`src/sv/tgc_pkg.sv`:
```
package tgc_pkg;

  localparam int PIX_W     = 8;
  localparam int MODE_W    = 2;
  localparam int CFG_IDX_W = 3;
  // Signed width of the quadratic numerator: three terms, each below 255^4.
  localparam int NUM_W     = 35;
  localparam int DIVD_W    = NUM_W - 1;
  // Magnitude of the quadratic denominator stays below 255^3.
  localparam int DVSR_W    = 24;
  // Signed difference of two gray levels.
  localparam int OPB_W     = PIX_W + 2;
  localparam int SAT_W     = NUM_W + 1;

  localparam logic [MODE_W-1:0] MODE_AVG  = 2'd1;
  localparam logic [MODE_W-1:0] MODE_QUAD = 2'd2;

  typedef struct packed {
    logic [MODE_W-1:0] mode;
    logic [PIX_W-1:0]  low_in;
    logic [PIX_W-1:0]  low_out;
    logic [PIX_W-1:0]  mid_in;
    logic [PIX_W-1:0]  mid_out;
    logic [PIX_W-1:0]  high_in;
    logic [PIX_W-1:0]  high_out;
  } curve_cfg_t;

  typedef struct packed {
    logic             we;
    logic [PIX_W-1:0] addr;
    logic [PIX_W-1:0] data;
  } lut_wr_t;

  typedef struct packed {
    logic              start;
    logic [DIVD_W-1:0] dividend;
    logic [DVSR_W-1:0] divisor;
  } div_req_t;

  typedef struct packed {
    logic              done;
    logic [DIVD_W-1:0] quotient;
  } div_rsp_t;

  // Clamp a signed value to 0..255.
  function automatic logic [PIX_W-1:0] sat8(input logic signed [SAT_W-1:0] v);
    logic [PIX_W-1:0] r;
    if (v[SAT_W-1]) begin
      r = '0;
    end else if (|v[SAT_W-2:PIX_W]) begin
      r = '1;
    end else begin
      r = v[PIX_W-1:0];
    end
    return r;
  endfunction

endpackage

```
`src/sv/three_point_gray_tone_curve_core.sv`:
```
// Channel  | handshake             | word
// ---------+-----------------------+-------------------------------------
// in       | in_valid / in_stall   | pixel_in, end_of_image
// out      | out_valid / out_stall | pixel_out, end_of_image_out
// config   | cfg_write             | cfg_index, cfg_data (no read-back)
//
// One pixel per clock once the curve table is built and out_stall is low; an accepted
// word passes the read stage and the output register, and the 256-entry table lookup
// is the only per-pixel work. Reset and every curve register write rebuild the table
// (shared multiplier, bit-serial divider).
// rst is synchronous, active high, loads the defaults; in_stall is high while building.
// A stalled output holds its word; one more pixel enters the read stage, then in_stall rises.
module three_point_gray_tone_curve_core import tgc_pkg::*; (
  input  logic                 clk,
  input  logic                 rst,
  input  logic                 in_valid,
  output logic                 in_stall,
  input  logic [PIX_W-1:0]     pixel_in,
  input  logic                 end_of_image,
  output logic                 out_valid,
  input  logic                 out_stall,
  output logic [PIX_W-1:0]     pixel_out,
  output logic                 end_of_image_out,
  input  logic                 cfg_write,
  input  logic [CFG_IDX_W-1:0] cfg_index,
  input  logic [PIX_W-1:0]     cfg_data
);

  localparam logic [CFG_IDX_W-1:0] REG_CURVE_MODE = 3'd0;
  localparam logic [CFG_IDX_W-1:0] REG_LOW_IN     = 3'd1;
  localparam logic [CFG_IDX_W-1:0] REG_LOW_OUT    = 3'd2;
  localparam logic [CFG_IDX_W-1:0] REG_MID_IN     = 3'd3;
  localparam logic [CFG_IDX_W-1:0] REG_MID_OUT    = 3'd4;
  localparam logic [CFG_IDX_W-1:0] REG_HIGH_IN    = 3'd5;
  localparam logic [CFG_IDX_W-1:0] REG_HIGH_OUT   = 3'd6;

  localparam logic [PIX_W-1:0] MID_DEFAULT  = 8'd128;
  localparam logic [PIX_W-1:0] HIGH_DEFAULT = 8'd255;

  curve_cfg_t       cfg;
  logic             cfg_hit;
  lut_wr_t          lut_wr;
  logic             table_ok;

  // Curve table: one write port for the builder, one registered read port.
  logic [PIX_W-1:0] lut_mem [2**PIX_W];
  logic [PIX_W-1:0] rd_data;

  logic             in_take;
  logic             s1_valid;
  logic             s1_eoi;
  logic             out_adv;

  // Writes to an unused index change nothing and do not rebuild.
  always_comb begin
    case (cfg_index)
      REG_CURVE_MODE, REG_LOW_IN, REG_LOW_OUT, REG_MID_IN,
      REG_MID_OUT, REG_HIGH_IN, REG_HIGH_OUT: cfg_hit = cfg_write;
      default:                                cfg_hit = 1'b0;
    endcase
  end

  always_ff @(posedge clk) begin
    if (rst) begin
      cfg.mode     <= '0;
      cfg.low_in   <= '0;
      cfg.low_out  <= '0;
      cfg.mid_in   <= MID_DEFAULT;
      cfg.mid_out  <= MID_DEFAULT;
      cfg.high_in  <= HIGH_DEFAULT;
      cfg.high_out <= HIGH_DEFAULT;
    end else if (cfg_write) begin
      case (cfg_index)
        REG_CURVE_MODE: cfg.mode     <= cfg_data[MODE_W-1:0];
        REG_LOW_IN:     cfg.low_in   <= cfg_data;
        REG_LOW_OUT:    cfg.low_out  <= cfg_data;
        REG_MID_IN:     cfg.mid_in   <= cfg_data;
        REG_MID_OUT:    cfg.mid_out  <= cfg_data;
        REG_HIGH_IN:    cfg.high_in  <= cfg_data;
        REG_HIGH_OUT:   cfg.high_out <= cfg_data;
        default:        cfg.mode     <= cfg.mode;
      endcase
    end
  end

  // Fills the table with the mapped value of every gray level.
  tgc_build u_build (
    .clk      (clk),
    .rst      (rst),
    .cfg      (cfg),
    .restart  (cfg_hit),
    .lut_wr   (lut_wr),
    .table_ok (table_ok)
  );

  // Builder writes and pixel reads never overlap: reads wait for table_ok.
  always_ff @(posedge clk) begin
    if (lut_wr.we) begin
      lut_mem[lut_wr.addr] <= lut_wr.data;
    end
  end

  always_ff @(posedge clk) begin
    if (in_take) begin
      rd_data <= lut_mem[pixel_in];
    end
  end

  // Read stage plus output register; the read stage acts as the skid slot.
  assign out_adv  = !out_valid || !out_stall;
  assign in_stall = !table_ok || (s1_valid && out_valid && out_stall);
  assign in_take  = in_valid && !in_stall;

  always_ff @(posedge clk) begin
    if (rst) begin
      s1_valid <= 1'b0;
    end else if (in_take) begin
      s1_valid <= 1'b1;
    end else if (out_adv) begin
      s1_valid <= 1'b0;
    end
  end

  always_ff @(posedge clk) begin
    if (in_take) begin
      s1_eoi <= end_of_image;
    end
  end

  always_ff @(posedge clk) begin
    if (rst) begin
      out_valid <= 1'b0;
    end else if (out_adv) begin
      out_valid <= s1_valid;
    end
  end

  always_ff @(posedge clk) begin
    if (out_adv && s1_valid) begin
      pixel_out        <= rd_data;
      end_of_image_out <= s1_eoi;
    end
  end

  // A curve change closes the input for the rebuild.
  a_cfg_stall: assert property (@(posedge clk) disable iff (rst)
    cfg_hit |=> in_stall)
    else $error("input open right after a curve register write");

  // No lookup while the builder is still writing the table.
  a_build_excl: assert property (@(posedge clk) disable iff (rst)
    lut_wr.we |-> in_stall)
    else $error("pixel read while table is being written");

  // The read stage fills only from an accepted word.
  a_s1_src: assert property (@(posedge clk) disable iff (rst)
    $rose(s1_valid) |-> $past(in_take))
    else $error("read stage filled without an accepted word");

  // A taken output with nothing behind it leaves the output empty.
  a_drain: assert property (@(posedge clk) disable iff (rst)
    out_valid && !out_stall && !s1_valid |=> !out_valid)
    else $error("output word repeated");

endmodule

```
`src/sv/tgc_div.sv`:
```
module tgc_div import tgc_pkg::*; (
  input  logic     clk,
  input  logic     rst,
  input  div_req_t req,
  output div_rsp_t rsp
);

  localparam int CNT_W = $clog2(DIVD_W);

  logic              busy;
  logic              done_r;
  logic [CNT_W-1:0]  count;
  logic [DIVD_W-1:0] quo;
  logic [DVSR_W-1:0] rem;
  logic [DVSR_W-1:0] dvsr;
  logic [DVSR_W:0]   rem_sh;
  logic [DVSR_W:0]   rem_sub;
  logic              fits;

  // Restoring division, one quotient bit per cycle, MSB first.
  assign rem_sh  = {rem, quo[DIVD_W-1]};
  assign rem_sub = rem_sh - {1'b0, dvsr};
  assign fits    = !rem_sub[DVSR_W];

  always_ff @(posedge clk) begin
    if (rst) begin
      busy   <= 1'b0;
      done_r <= 1'b0;
    end else if (req.start) begin
      busy   <= 1'b1;
      done_r <= 1'b0;
      count  <= '0;
      quo    <= req.dividend;
      rem    <= '0;
      dvsr   <= req.divisor;
    end else if (busy) begin
      quo   <= {quo[DIVD_W-2:0], fits};
      rem   <= fits ? rem_sub[DVSR_W-1:0] : rem_sh[DVSR_W-1:0];
      count <= count + 1'b1;
      if (count == CNT_W'(DIVD_W - 1)) begin
        busy   <= 1'b0;
        done_r <= 1'b1;
      end
    end else begin
      done_r <= 1'b0;
    end
  end

  assign rsp.done     = done_r;
  assign rsp.quotient = quo;

endmodule

```
`src/sv/tgc_build.sv`:
```
module tgc_build import tgc_pkg::*; (
  input  logic       clk,
  input  logic       rst,
  input  curve_cfg_t cfg,
  input  logic       restart,
  output lut_wr_t    lut_wr,
  output logic       table_ok
);

  localparam logic [2:0] ST_START  = 3'd0;
  localparam logic [2:0] ST_LMUL   = 3'd1;
  localparam logic [2:0] ST_QMUL   = 3'd2;
  localparam logic [2:0] ST_DSTART = 3'd3;
  localparam logic [2:0] ST_DIV    = 3'd4;
  localparam logic [2:0] ST_LPOST  = 3'd5;
  localparam logic [2:0] ST_QPOST  = 3'd6;
  localparam logic [2:0] ST_DONE   = 3'd7;

  // Last product step of the quadratic: the denominator.
  localparam logic [3:0] QS_LAST = 4'd10;

  logic [2:0]       state;
  logic             write_now;
  logic [PIX_W-1:0] entry;
  logic [PIX_W-1:0] result;
  logic [PIX_W-1:0] first_val;
  logic [PIX_W-1:0] lx0, ly0, lx1, ly1;
  logic             second;
  logic             quad;
  logic             q_neg;
  logic [3:0]       step;

  logic signed [NUM_W-1:0]       prod;
  logic signed [NUM_W-1:0]       num;
  logic signed [NUM_W-1:0]       mul_a;
  logic signed [OPB_W-1:0]       mul_b;
  logic signed [NUM_W+OPB_W-1:0] mul_full;
  logic signed [NUM_W-1:0]       mul_p;

  logic signed [OPB_W-1:0] d_p0, d_p1, d_p2, d01, d02, d12, d20;
  logic signed [OPB_W-1:0] lin_dy, lin_dp;
  logic [PIX_W-1:0]        lin_den;
  logic                    strict;

  logic signed [NUM_W-1:0] num_abs, prod_abs, q_mag, q_s;
  logic signed [SAT_W-1:0] lin_sum;
  logic [PIX_W-1:0]        lin_val, quad_val;
  logic [PIX_W:0]          avg_sum;

  div_req_t div_req;
  div_rsp_t div_rsp;

  function automatic logic signed [OPB_W-1:0] sdiff(input logic [PIX_W-1:0] a,
                                                    input logic [PIX_W-1:0] b);
    return $signed({2'b00, a}) - $signed({2'b00, b});
  endfunction

  function automatic logic signed [NUM_W-1:0] ext(input logic [PIX_W-1:0] y);
    return $signed({{(NUM_W-PIX_W){1'b0}}, y});
  endfunction

  assign d_p0 = sdiff(entry, cfg.low_in);
  assign d_p1 = sdiff(entry, cfg.mid_in);
  assign d_p2 = sdiff(entry, cfg.high_in);
  assign d01  = sdiff(cfg.low_in, cfg.mid_in);
  assign d02  = sdiff(cfg.low_in, cfg.high_in);
  assign d12  = sdiff(cfg.mid_in, cfg.high_in);
  assign d20  = sdiff(cfg.high_in, cfg.low_in);

  assign lin_dy  = sdiff(ly1, ly0);
  assign lin_dp  = sdiff(entry, lx0);
  assign lin_den = lx1 - lx0;
  assign strict  = (cfg.low_in < cfg.mid_in) && (cfg.mid_in < cfg.high_in);

  // One shared multiplier; the products of the Lagrange form go one per cycle.
  always_comb begin
    mul_a = '0;
    mul_b = '0;
    if (state == ST_LMUL) begin
      mul_a = NUM_W'(lin_dy);
      mul_b = lin_dp;
    end else begin
      case (step)
        4'd0: begin mul_a = ext(cfg.low_out);  mul_b = d_p1; end
        4'd1: begin mul_a = prod;              mul_b = d_p2; end
        4'd2: begin mul_a = prod;              mul_b = d12;  end
        4'd3: begin mul_a = ext(cfg.mid_out);  mul_b = d_p0; end
        4'd4: begin mul_a = prod;              mul_b = d_p2; end
        4'd5: begin mul_a = prod;              mul_b = d20;  end
        4'd6: begin mul_a = ext(cfg.high_out); mul_b = d_p0; end
        4'd7: begin mul_a = prod;              mul_b = d_p1; end
        4'd8: begin mul_a = prod;              mul_b = d01;  end
        4'd9: begin mul_a = NUM_W'(d01);       mul_b = d02;  end
        4'd10: begin mul_a = prod;             mul_b = d12;  end
        default: begin mul_a = '0;             mul_b = '0;   end
      endcase
    end
  end

  assign mul_full = mul_a * mul_b;
  assign mul_p    = mul_full[NUM_W-1:0];

  assign num_abs  = num[NUM_W-1] ? -num : num;
  assign prod_abs = prod[NUM_W-1] ? -prod : prod;

  // Quadratic denominator is negative for strictly increasing points.
  assign div_req.start    = (state == ST_DSTART);
  assign div_req.dividend = num_abs[DIVD_W-1:0];
  assign div_req.divisor  = quad ? prod_abs[DVSR_W-1:0]
                                 : {{(DVSR_W-PIX_W){1'b0}}, lin_den};

  tgc_div u_div (
    .clk (clk),
    .rst (rst),
    .req (div_req),
    .rsp (div_rsp)
  );

  assign q_mag    = {1'b0, div_rsp.quotient};
  assign q_s      = q_neg ? -q_mag : q_mag;
  assign lin_sum  = SAT_W'(q_s) + $signed({{(SAT_W-PIX_W){1'b0}}, ly0});
  assign lin_val  = sat8(lin_sum);
  assign quad_val = sat8(SAT_W'(q_s));
  assign avg_sum  = {1'b0, first_val} + {1'b0, lin_val};

  always_ff @(posedge clk) begin
    if (rst || restart) begin
      state     <= ST_START;
      write_now <= 1'b0;
      entry     <= '0;
    end else if (write_now) begin
      write_now <= 1'b0;
      if (entry == '1) begin
        state <= ST_DONE;
      end else begin
        entry <= entry + 1'b1;
        state <= ST_START;
      end
    end else begin
      case (state)
        ST_START: begin
          second <= 1'b0;
          step   <= '0;
          if (entry <= cfg.low_in) begin
            result    <= cfg.low_out;
            write_now <= 1'b1;
          end else if (entry >= cfg.high_in) begin
            result    <= cfg.high_out;
            write_now <= 1'b1;
          end else if (entry == cfg.mid_in) begin
            result    <= cfg.mid_out;
            write_now <= 1'b1;
          end else if (cfg.mode == MODE_QUAD && strict) begin
            quad  <= 1'b1;
            state <= ST_QMUL;
          end else begin
            quad  <= 1'b0;
            state <= ST_LMUL;
            if (entry < cfg.mid_in) begin
              lx0 <= cfg.low_in;
              ly0 <= cfg.low_out;
              lx1 <= cfg.mid_in;
              ly1 <= cfg.mid_out;
            end else begin
              lx0 <= cfg.mid_in;
              ly0 <= cfg.mid_out;
              lx1 <= cfg.high_in;
              ly1 <= cfg.high_out;
            end
          end
        end
        ST_LMUL: begin
          num   <= mul_p;
          state <= ST_DSTART;
        end
        ST_QMUL: begin
          prod <= mul_p;
          step <= step + 1'b1;
          case (step)
            4'd3:       num <= prod;
            4'd6, 4'd9: num <= num + prod;
            default:    num <= num;
          endcase
          if (step == QS_LAST) begin
            state <= ST_DSTART;
          end
        end
        ST_DSTART: begin
          q_neg <= num[NUM_W-1] ^ quad;
          state <= ST_DIV;
        end
        ST_DIV: begin
          if (div_rsp.done) begin
            state <= quad ? ST_QPOST : ST_LPOST;
          end
        end
        ST_LPOST: begin
          if (cfg.mode == MODE_AVG && !second) begin
            // second pass: straight line from low point to high point
            first_val <= lin_val;
            second    <= 1'b1;
            lx0       <= cfg.low_in;
            ly0       <= cfg.low_out;
            lx1       <= cfg.high_in;
            ly1       <= cfg.high_out;
            state     <= ST_LMUL;
          end else begin
            result    <= (cfg.mode == MODE_AVG) ? avg_sum[PIX_W:1] : lin_val;
            write_now <= 1'b1;
          end
        end
        ST_QPOST: begin
          result    <= quad_val;
          write_now <= 1'b1;
        end
        ST_DONE: begin
          state <= ST_DONE;
        end
        default: begin
          state <= ST_START;
        end
      endcase
    end
  end

  assign lut_wr.we   = write_now;
  assign lut_wr.addr = entry;
  assign lut_wr.data = result;
  assign table_ok    = (state == ST_DONE) && !write_now;

endmodule
```
`config.mk`:
```
export PLATFORM = sky130hd
export DESIGN_NAME = three_point_gray_tone_curve_core
export DESIGN_NICKNAME = d
export VERILOG_FILES = /design/src/sv/tgc_pkg.sv /design/src/sv/three_point_gray_tone_curve_core.sv /design/src/sv/tgc_div.sv /design/src/sv/tgc_build.sv
export SDC_FILE = /design/constraint.sdc
export NUM_CORES = 2
export LEC_CHECK = 0
export BUFFER_PORTS_ARGS = -buffer_cell sky130_fd_sc_hd__buf_2
export CORE_UTILIZATION = 55
export DETAILED_ROUTE_END_ITERATION = 10
export GPL_TIMING_DRIVEN = 1
export PLACE_DENSITY_LB_ADDON = 0.05
export SYNTH_ARGS = -nofsm -noshare
export SYNTH_HDL_FRONTEND = slang
export SYNTH_SLANG_ARGS = --single-unit
```
`constraint.sdc`:
```
create_clock -name clk -period 14.7 [get_ports clk]
set_input_delay 0.735 -clock clk [delete_from_list [all_inputs] [get_ports clk]]
set_output_delay 0.735 -clock clk [all_outputs]
set_load 0.05 [all_outputs]
```
Word-level counts from Yosys, hierarchy flattened
Memory sizes are Yosys's and may differ from the RTL's. A register that Yosys moved wholly into a read port is not among the register bits. Index checks and enable logic that the tools add are counted.

Add/subtract/negate cells: 20. Multiply operators: 1. Divide/modulo/power cells: 0. Magnitude comparators: 5. Eq/ne operators: 42. Shifts and indexed selects: 0. Multiplexer cells: 81. Bitwise gates (word level): 9. Reductions and logical operators: 59.

Operators with widths (count): $mux W8 (34); $pmux W35 S5 (1); $pmux W35 S2 (2); $mux W34 (3); $sub A8 B8 Y9 (9); $mux W24 (3); $mux W35 (2); $pmux W10 S7 (1); $pmux W8 S2 (4); $reduce_or A27 Y1 (2); $add A35 B9 Y36 (1); $add A35 B35 Y35 (1); $mul A35 B10 Y35 (1); $neg A34 Y35 (1); $neg A34 Y34 (1); $sub A25 B24 Y25 (1); $lt A8 B8 Y1 (3); $mux W3 (8); $neg A24 Y24 (1); $pmux W8 S3 (1); $eq A3 B3 Y1 const B (7); $pmux W3 S7 (1); $reduce_and A2 Y1 (10); $eq A4 B3 Y1 const B (4); other kinds (48) (115).

Register bits after elaboration: 289. Bits in latches: 0. Memory bits (writable): 2048. Memory bits (read-only): 0. Input port bits: 25. Output and inout bits: 11. Word-level logic and storage cells: 252. Memories: 1.

Memories: lut_mem (depth 256, width 8, read ports 1, clocked after Yosys merged registers in 1, wr ports 1, line three_point_gray_tone_curve_core.sv:46) `logic [PIX_W-1:0] lut_mem [2**PIX_W];`.

Longest topological paths before layout
Word-level depth: 10. Mapped depth: 41. Gate-level depth less buffers: 40.

Modules after synthesis
A second synthesis with hierarchy kept.

Cell total of the unflattened synthesis: 7477. Area total of the unflattened synthesis: 112559.2 µm².

Modules (own cells, without submodules): three_point_gray_tone_curve_core (instances 1, cells each 4006, area an instance 82492.9 µm², seq. area each 63080.5 µm²); tgc_build (instances 1, cells each 3060, area an instance 25046.5 µm², seq. area each 3993.8 µm²); tgc_div (instances 1, cells each 411, area an instance 5019.8 µm², seq. area each 2682.6 µm²).

Worst setup path before layout
OpenSTA, ideal clock, no wires.

Path kind: register -> register. From: reg u_build.step[0]. To: reg u_build.num[33] (data pin). Library setup time: 0.259 ns. Arrival: 8.494 ns. Data required time: 14.441 ns. Slack: 5.947 ns. Stages on the path, launching flop included: 34. Path buffers: 3. Period minus slack after synthesis: 8.753 ns. Cells stage by stage: edfxtp_1 > ha_1 > nor3_1 > o21ai_0 > o21a_1 > clkbuf_1 > o41ai_1 > clkbuf_1 > a21oi_1 > a21oi_1 > clkbuf_1 > nor2_1 > fa_1 > fa_1 > fa_1 > fa_1 > inv_1 > fa_1 > inv_1 > ha_1 > a21o_1 > a21oi_1 > o21ai_0 > a31o_2 > o31ai_1 > o21ai_0 > or4_1 > nand3b_1 > a31oi_1 > nand4_1 > nand4b_1 > a21oi_1 > xnor2_1 > a2bb2oi_1.

Longest elaborated chain between the ends: 6. Elaborated cells between the ends (all ways): 24. Those cells by class: mul: 1; eq/ne: 10; mux: 6; reduce/logical: 7.

Ends and longest elaborated chain: from (decl) (line tgc_build.sv:31) `logic [3:0] step;`; from (signal assigned) (line tgc_build.sv:178) `step <= step + 1'b1;`; $eq A4 B1 Y1 (tied with other cells) (line tgc_build.sv:83) `case (step)`; $reduce_or A7 Y1 (no source line) or $reduce_or A2 Y1 (tied branches); $pmux W35 S5 or $pmux W10 S7 (tied branches) (line tgc_build.sv:83); $mux W35 or $mux W10 (tied branches) (line tgc_build.sv:79) `if (state == ST_LMUL) begin`; $mul A35 B10 Y35 (*) (line tgc_build.sv:100) `assign mul_full = mul_a * mul_b;`; named net u_build.mul_full[33] (line tgc_build.sv:37) `logic signed [NUM_W+OPB_W-1:0] mul_full;`; $pmux W35 S2 (*) (line tgc_build.sv:140) `case (state)`; to (signal assigned) (line tgc_build.sv:173) `num <= mul_p;`; to (signal assigned) (line tgc_build.sv:180) `4'd3: num <= prod;`; to (signal assigned) (line tgc_build.sv:181) `4'd6, 4'd9: num <= num + prod;`; to (decl) (line tgc_build.sv:34) `logic signed [NUM_W-1:0] num;`.

Mark *: on every way through the listed nets, which the timed path passes. The rest lies on a longest branch. A chain may end at the register's enable or synchronous reset.

Worst setup path in the final report
From: reg u_build.step[0]. To: reg u_build.num[31] (data pin).

Same word-level chain as after synthesis.

==> results.py <==
metrics = {
    "sta": {
        "hold-worst-slack_ns": 0.178,
        "period_needed_ns": 10.42,
        "rsz0062_at_grt": "no",
        "timing.slew.headroom_pct": 12.0,
        "finalSetupTns_ns": 0,
        "hold_viol_final": 0,
        "drv_slew": 0,
        "worst_pin_slew_ns": 1.31,
        "setup_viol_count_final": 0,
        "clock_skew_ns": 0.0738,
        "fmax_ghz": 0.0960,
        "post-route-period-util_pct": 70.9,
    },
    "cts": {
        "post_cts_buffers": 0,
        "root_buffer": "clkbuf_16",
        "clock-sinks": 2345,
        "path_clk_slew_ns": 0.08,
        "ctsLongestPathBuffers": 3,
        "h-tree-depth": 4,
        "numCtsBuffers": 231,
        "cts_tree": "done",
        "clk-insertion-delay-late_ns": 0.90,
        "cts-resized-gates": 0,
        "cts-hold-fix-buffers": 1,
    },
    "grt": {
        "grt_start_max_net_pins": 225,
        "grt_pass1_vias": 61400,
        "track_usage_pct": 28.2,
        "grt_remaining_overflow": 0,
        "antenna_found_initial": 22,
        "grt_first_pass_wirelength_um": 419000,
    },
    "logic_synthesis": {
        "ys_seq_elements": 2345,
        "synth_edf_count": 2279,
        "synth_top_area_share_pct": 61.9,
        "async_flop_share_pct": 0,
        "syn_nets": 7402,
        "syn_inst": 6896,
        "synth_warnings": 0,
        "synth_area_sq_mm": 0.111,
        "avgSynthCellArea_sq_um": 16.0,
        "synth-main-ff-cell": "edfxtp_1",
        "yosys.area.top_type": "edfxtp_1",
        "synth.distinct_cells": 87,
        "synth.yosys.seq_area_share_pct": 63.1,
        "synthTopCellsByArea": "edfxtp_1 62%, mux4_2 14%, fa_1 4.3%",
    },
    "cells_and_area": {
        "synthToLayoutAreaGrowth_pct": 9.92,
        "final_cells": 9775,
        "nets": 7413,
        "drive_gt1_share_pct": 17.6,
        "n_fill_cell": 14700,
    },
    "floorplan": {
        "rows": 164,
        "die_area_sq_mm": 0.203,
        "fp.dieH_um": 450,
        "core_sq_mm": 0.200,
        "start_util_pct": 55.4,
        "design.portCount": 36,
        "fp.dieW_um": 450,
    },
    "critical_path": {
        "cpPeakStageDelay_ns": 1.04,
        "arrival_ns": 10.98,
        "critical_path.slowest_cell": "nor3b_1",
        "critPathKind": "flop to flop",
        "cp-end-kind": "flop",
        "cp_common_cell": "fa_1",
        "crit_path_max_fanout": 19,
        "required_ns": 15.26,
        "cp-start-kind": "flop",
    },
    "detailed_routing": {
        "viasPerCell": 6.30,
        "drc": 0,
        "vias": 61600,
        "ant_nets": 0,
        "wl_per_cell_um": 29.0,
        "wirelength_um": 283000,
        "drt_iter0_markers": 6872,
        "dr.pass1.iters": 7,
    },
    "worst_hold_path": {
        "hold_path.class": "input port to flop",
    },
    "placed_design": {
        "hpwl_um": 187000,
        "portBuffers": 35,
        "placed_cells": 9329,
        "gp_congestion": 0.908,
    },
    "power_and_ir_drop": {
        "sequentialPowerShare_pct": 43.5,
        "power_density_mw_per_mm2": 148,
        "leakagePower_nw": 40.8,
        "sw_frac_of_total_pct": 29.7,
        "p_switching_mw": 5.33,
        "p_int_mw": 12.6,
        "combPwrFrac_pct": 23.0,
        "ir_drop_mv": 0.138,
        "total_power_mw": 17.9,
        "clkPwrFrac_pct": 33.5,
    },
    "outcome": {
        "status": "complete, no violations",
    },
    "job": {
        "drv_cap": 0,
    },
}
-- final timing paths --
| kind | start | endpoint | slack (ns) | cells past startpoint |
|---|---|---|---|---|
| worst max register to register | u_build.step[0]$_SDFFCE_PP0P_ | u_build.num[31]$_DFFE_PP_ | 4.28 | 30 |
| worst min-delay path | out_stall | out_valid$_SDFFE_PP0N_ | 0.18 | 3 |
| worst min register to register | rd_data[7]$_DFFE_PP_ | pixel_out[7]$_DFFE_PP_ | 0.42 | 0 |
| worst max-delay path | u_build.step[0]$_SDFFCE_PP0P_ | u_build.num[31]$_DFFE_PP_ | 4.28 | 30 |
-- cell usage in the layout (no fill, tap or decap), types with 23 or more instances in the layout --
master,instances
o31ai_1,33
buf_4,78
mux2i_1,45
clkinv_1,48
nor2b_1,68
nor2_1,575
clkinv_2,40
bufinv_16,28
o21a_1,24
ha_1,244
clkbuf_16,231
or4_1,26
and2_1,42
a21o_1,47
o21ai_0,197
a21oi_1,230
nand4_1,23
inv_1,388
or2_2,29
nand2b_1,61
xor2_1,107
dfxtp_1,66
a211o_1,25
nand3_1,64
nand2_1,426
or3_1,35
nor3_1,122
clkbuf_1,47
mux4_2,680
xnor2_1,140
buf_2,31
fa_1,237
edfxtp_1,2279
-- worst max-delay path, delay by kind of cell, from the launching register on --
family          cells  cell delay (ns)
xor+xnor            1             0.11
simple gates        6             2.44
compound gates     13             3.45
fa+ha+maj           7             3.09
flops               1             0.44
buf+inv             3             0.56
-- kinds of logic (layout without fill, tap and decap cells) --
kind of cell	count (synthesis)	count (layout)	share of synthesized area [%]
buffers and inverters	733	948	2.49
xor gates and xnor gates	248	248	1.98
DFF	2345	2345	63.1
and+or+nand+nor	1574	1574	6.53
adders and majority gates	481	481	7.05
AOI/OAI and AO/OA	767	767	4.37
muxes	748	748	14.5
other	0	8	0
-- synthesized netlist by cell type, types with 26 or more instances --
master,number
or2_2,29
o31ai_1,33
nand2_1,427
fa_1,237
inv_1,388
edfxtp_1,2279
clkbuf_1,270
or3_1,35
nor2_1,582
mux2i_1,45
and2_1,42
a21o_1,47
o21ai_0,198
nand3_1,80
dfxtp_1,66
ha_1,244
nor2b_1,68
a21oi_1,232
nor3_1,122
xor2_1,107
xnor2_1,140
mux4_2,680
or4_1,26
buf_1,71
nand2b_1,61
-- area by class of cell --
class	instances	area [sq um]	area share (%)
tap	2656	3320	2.73
multi-input combinational	3818	38300	31.5
timing repair buffer	123	987	0.812
inverter	388	1460	1.20
clock buffer	279	5970	4.91
antenna	8	20.0	0.0165
sequential	2345	69800	57.4
clock inverter	158	1760	1.45
-- flip-flops by register name, summed over array words and instances (netlist names), 3 cells and up --
register and flops:
cfg 50, lut_mem 2048, pixel_out 8, rd_data 8, u_build.entry 8, u_build.first_val 8, u_build.lx0 8, u_build.lx1 8
u_build.ly0 8, u_build.ly1 8, u_build.num 35, u_build.prod 35, u_build.result 8, u_build.state 3, u_build.step 4, u_build.u_div.count 6
u_build.u_div.dvsr 24, u_build.u_div.quo 34, u_build.u_div.rem 24
-- through the flow --
stage	util (%)	cell area, sq um	setup WS, ns
after floorplan	-	111000	5.95
after global placement	57.0	114000	4.65
after detailed placement	57.0	114000	4.37
after CTS	60.9	122000	4.35
after global routing	60.9	122000	3.74
final	60.9	122000	4.28
-- power groups by stage --
stage               registers, mW  logic [mW]  clock network (mW)
floorplan                    8.04        2.64                   0
detailed placement           7.94        4.09                   0
finish                       7.80        4.13                6.01
CTS                          7.79        4.13                6.08
global placement             7.93        4.07                   0
global route                 7.80        4.53                6.32
-- per-layer routing --
layer | wire length (um) | global-route usage, %
met1 | 125000 | 43.4
met2 | 130000 | 42.3
met3 | 22100 | 5.02
met4 | 5830 | 6.71
met5 | 11 | 0
No activity file was read; power rests on OpenSTA's default activity.
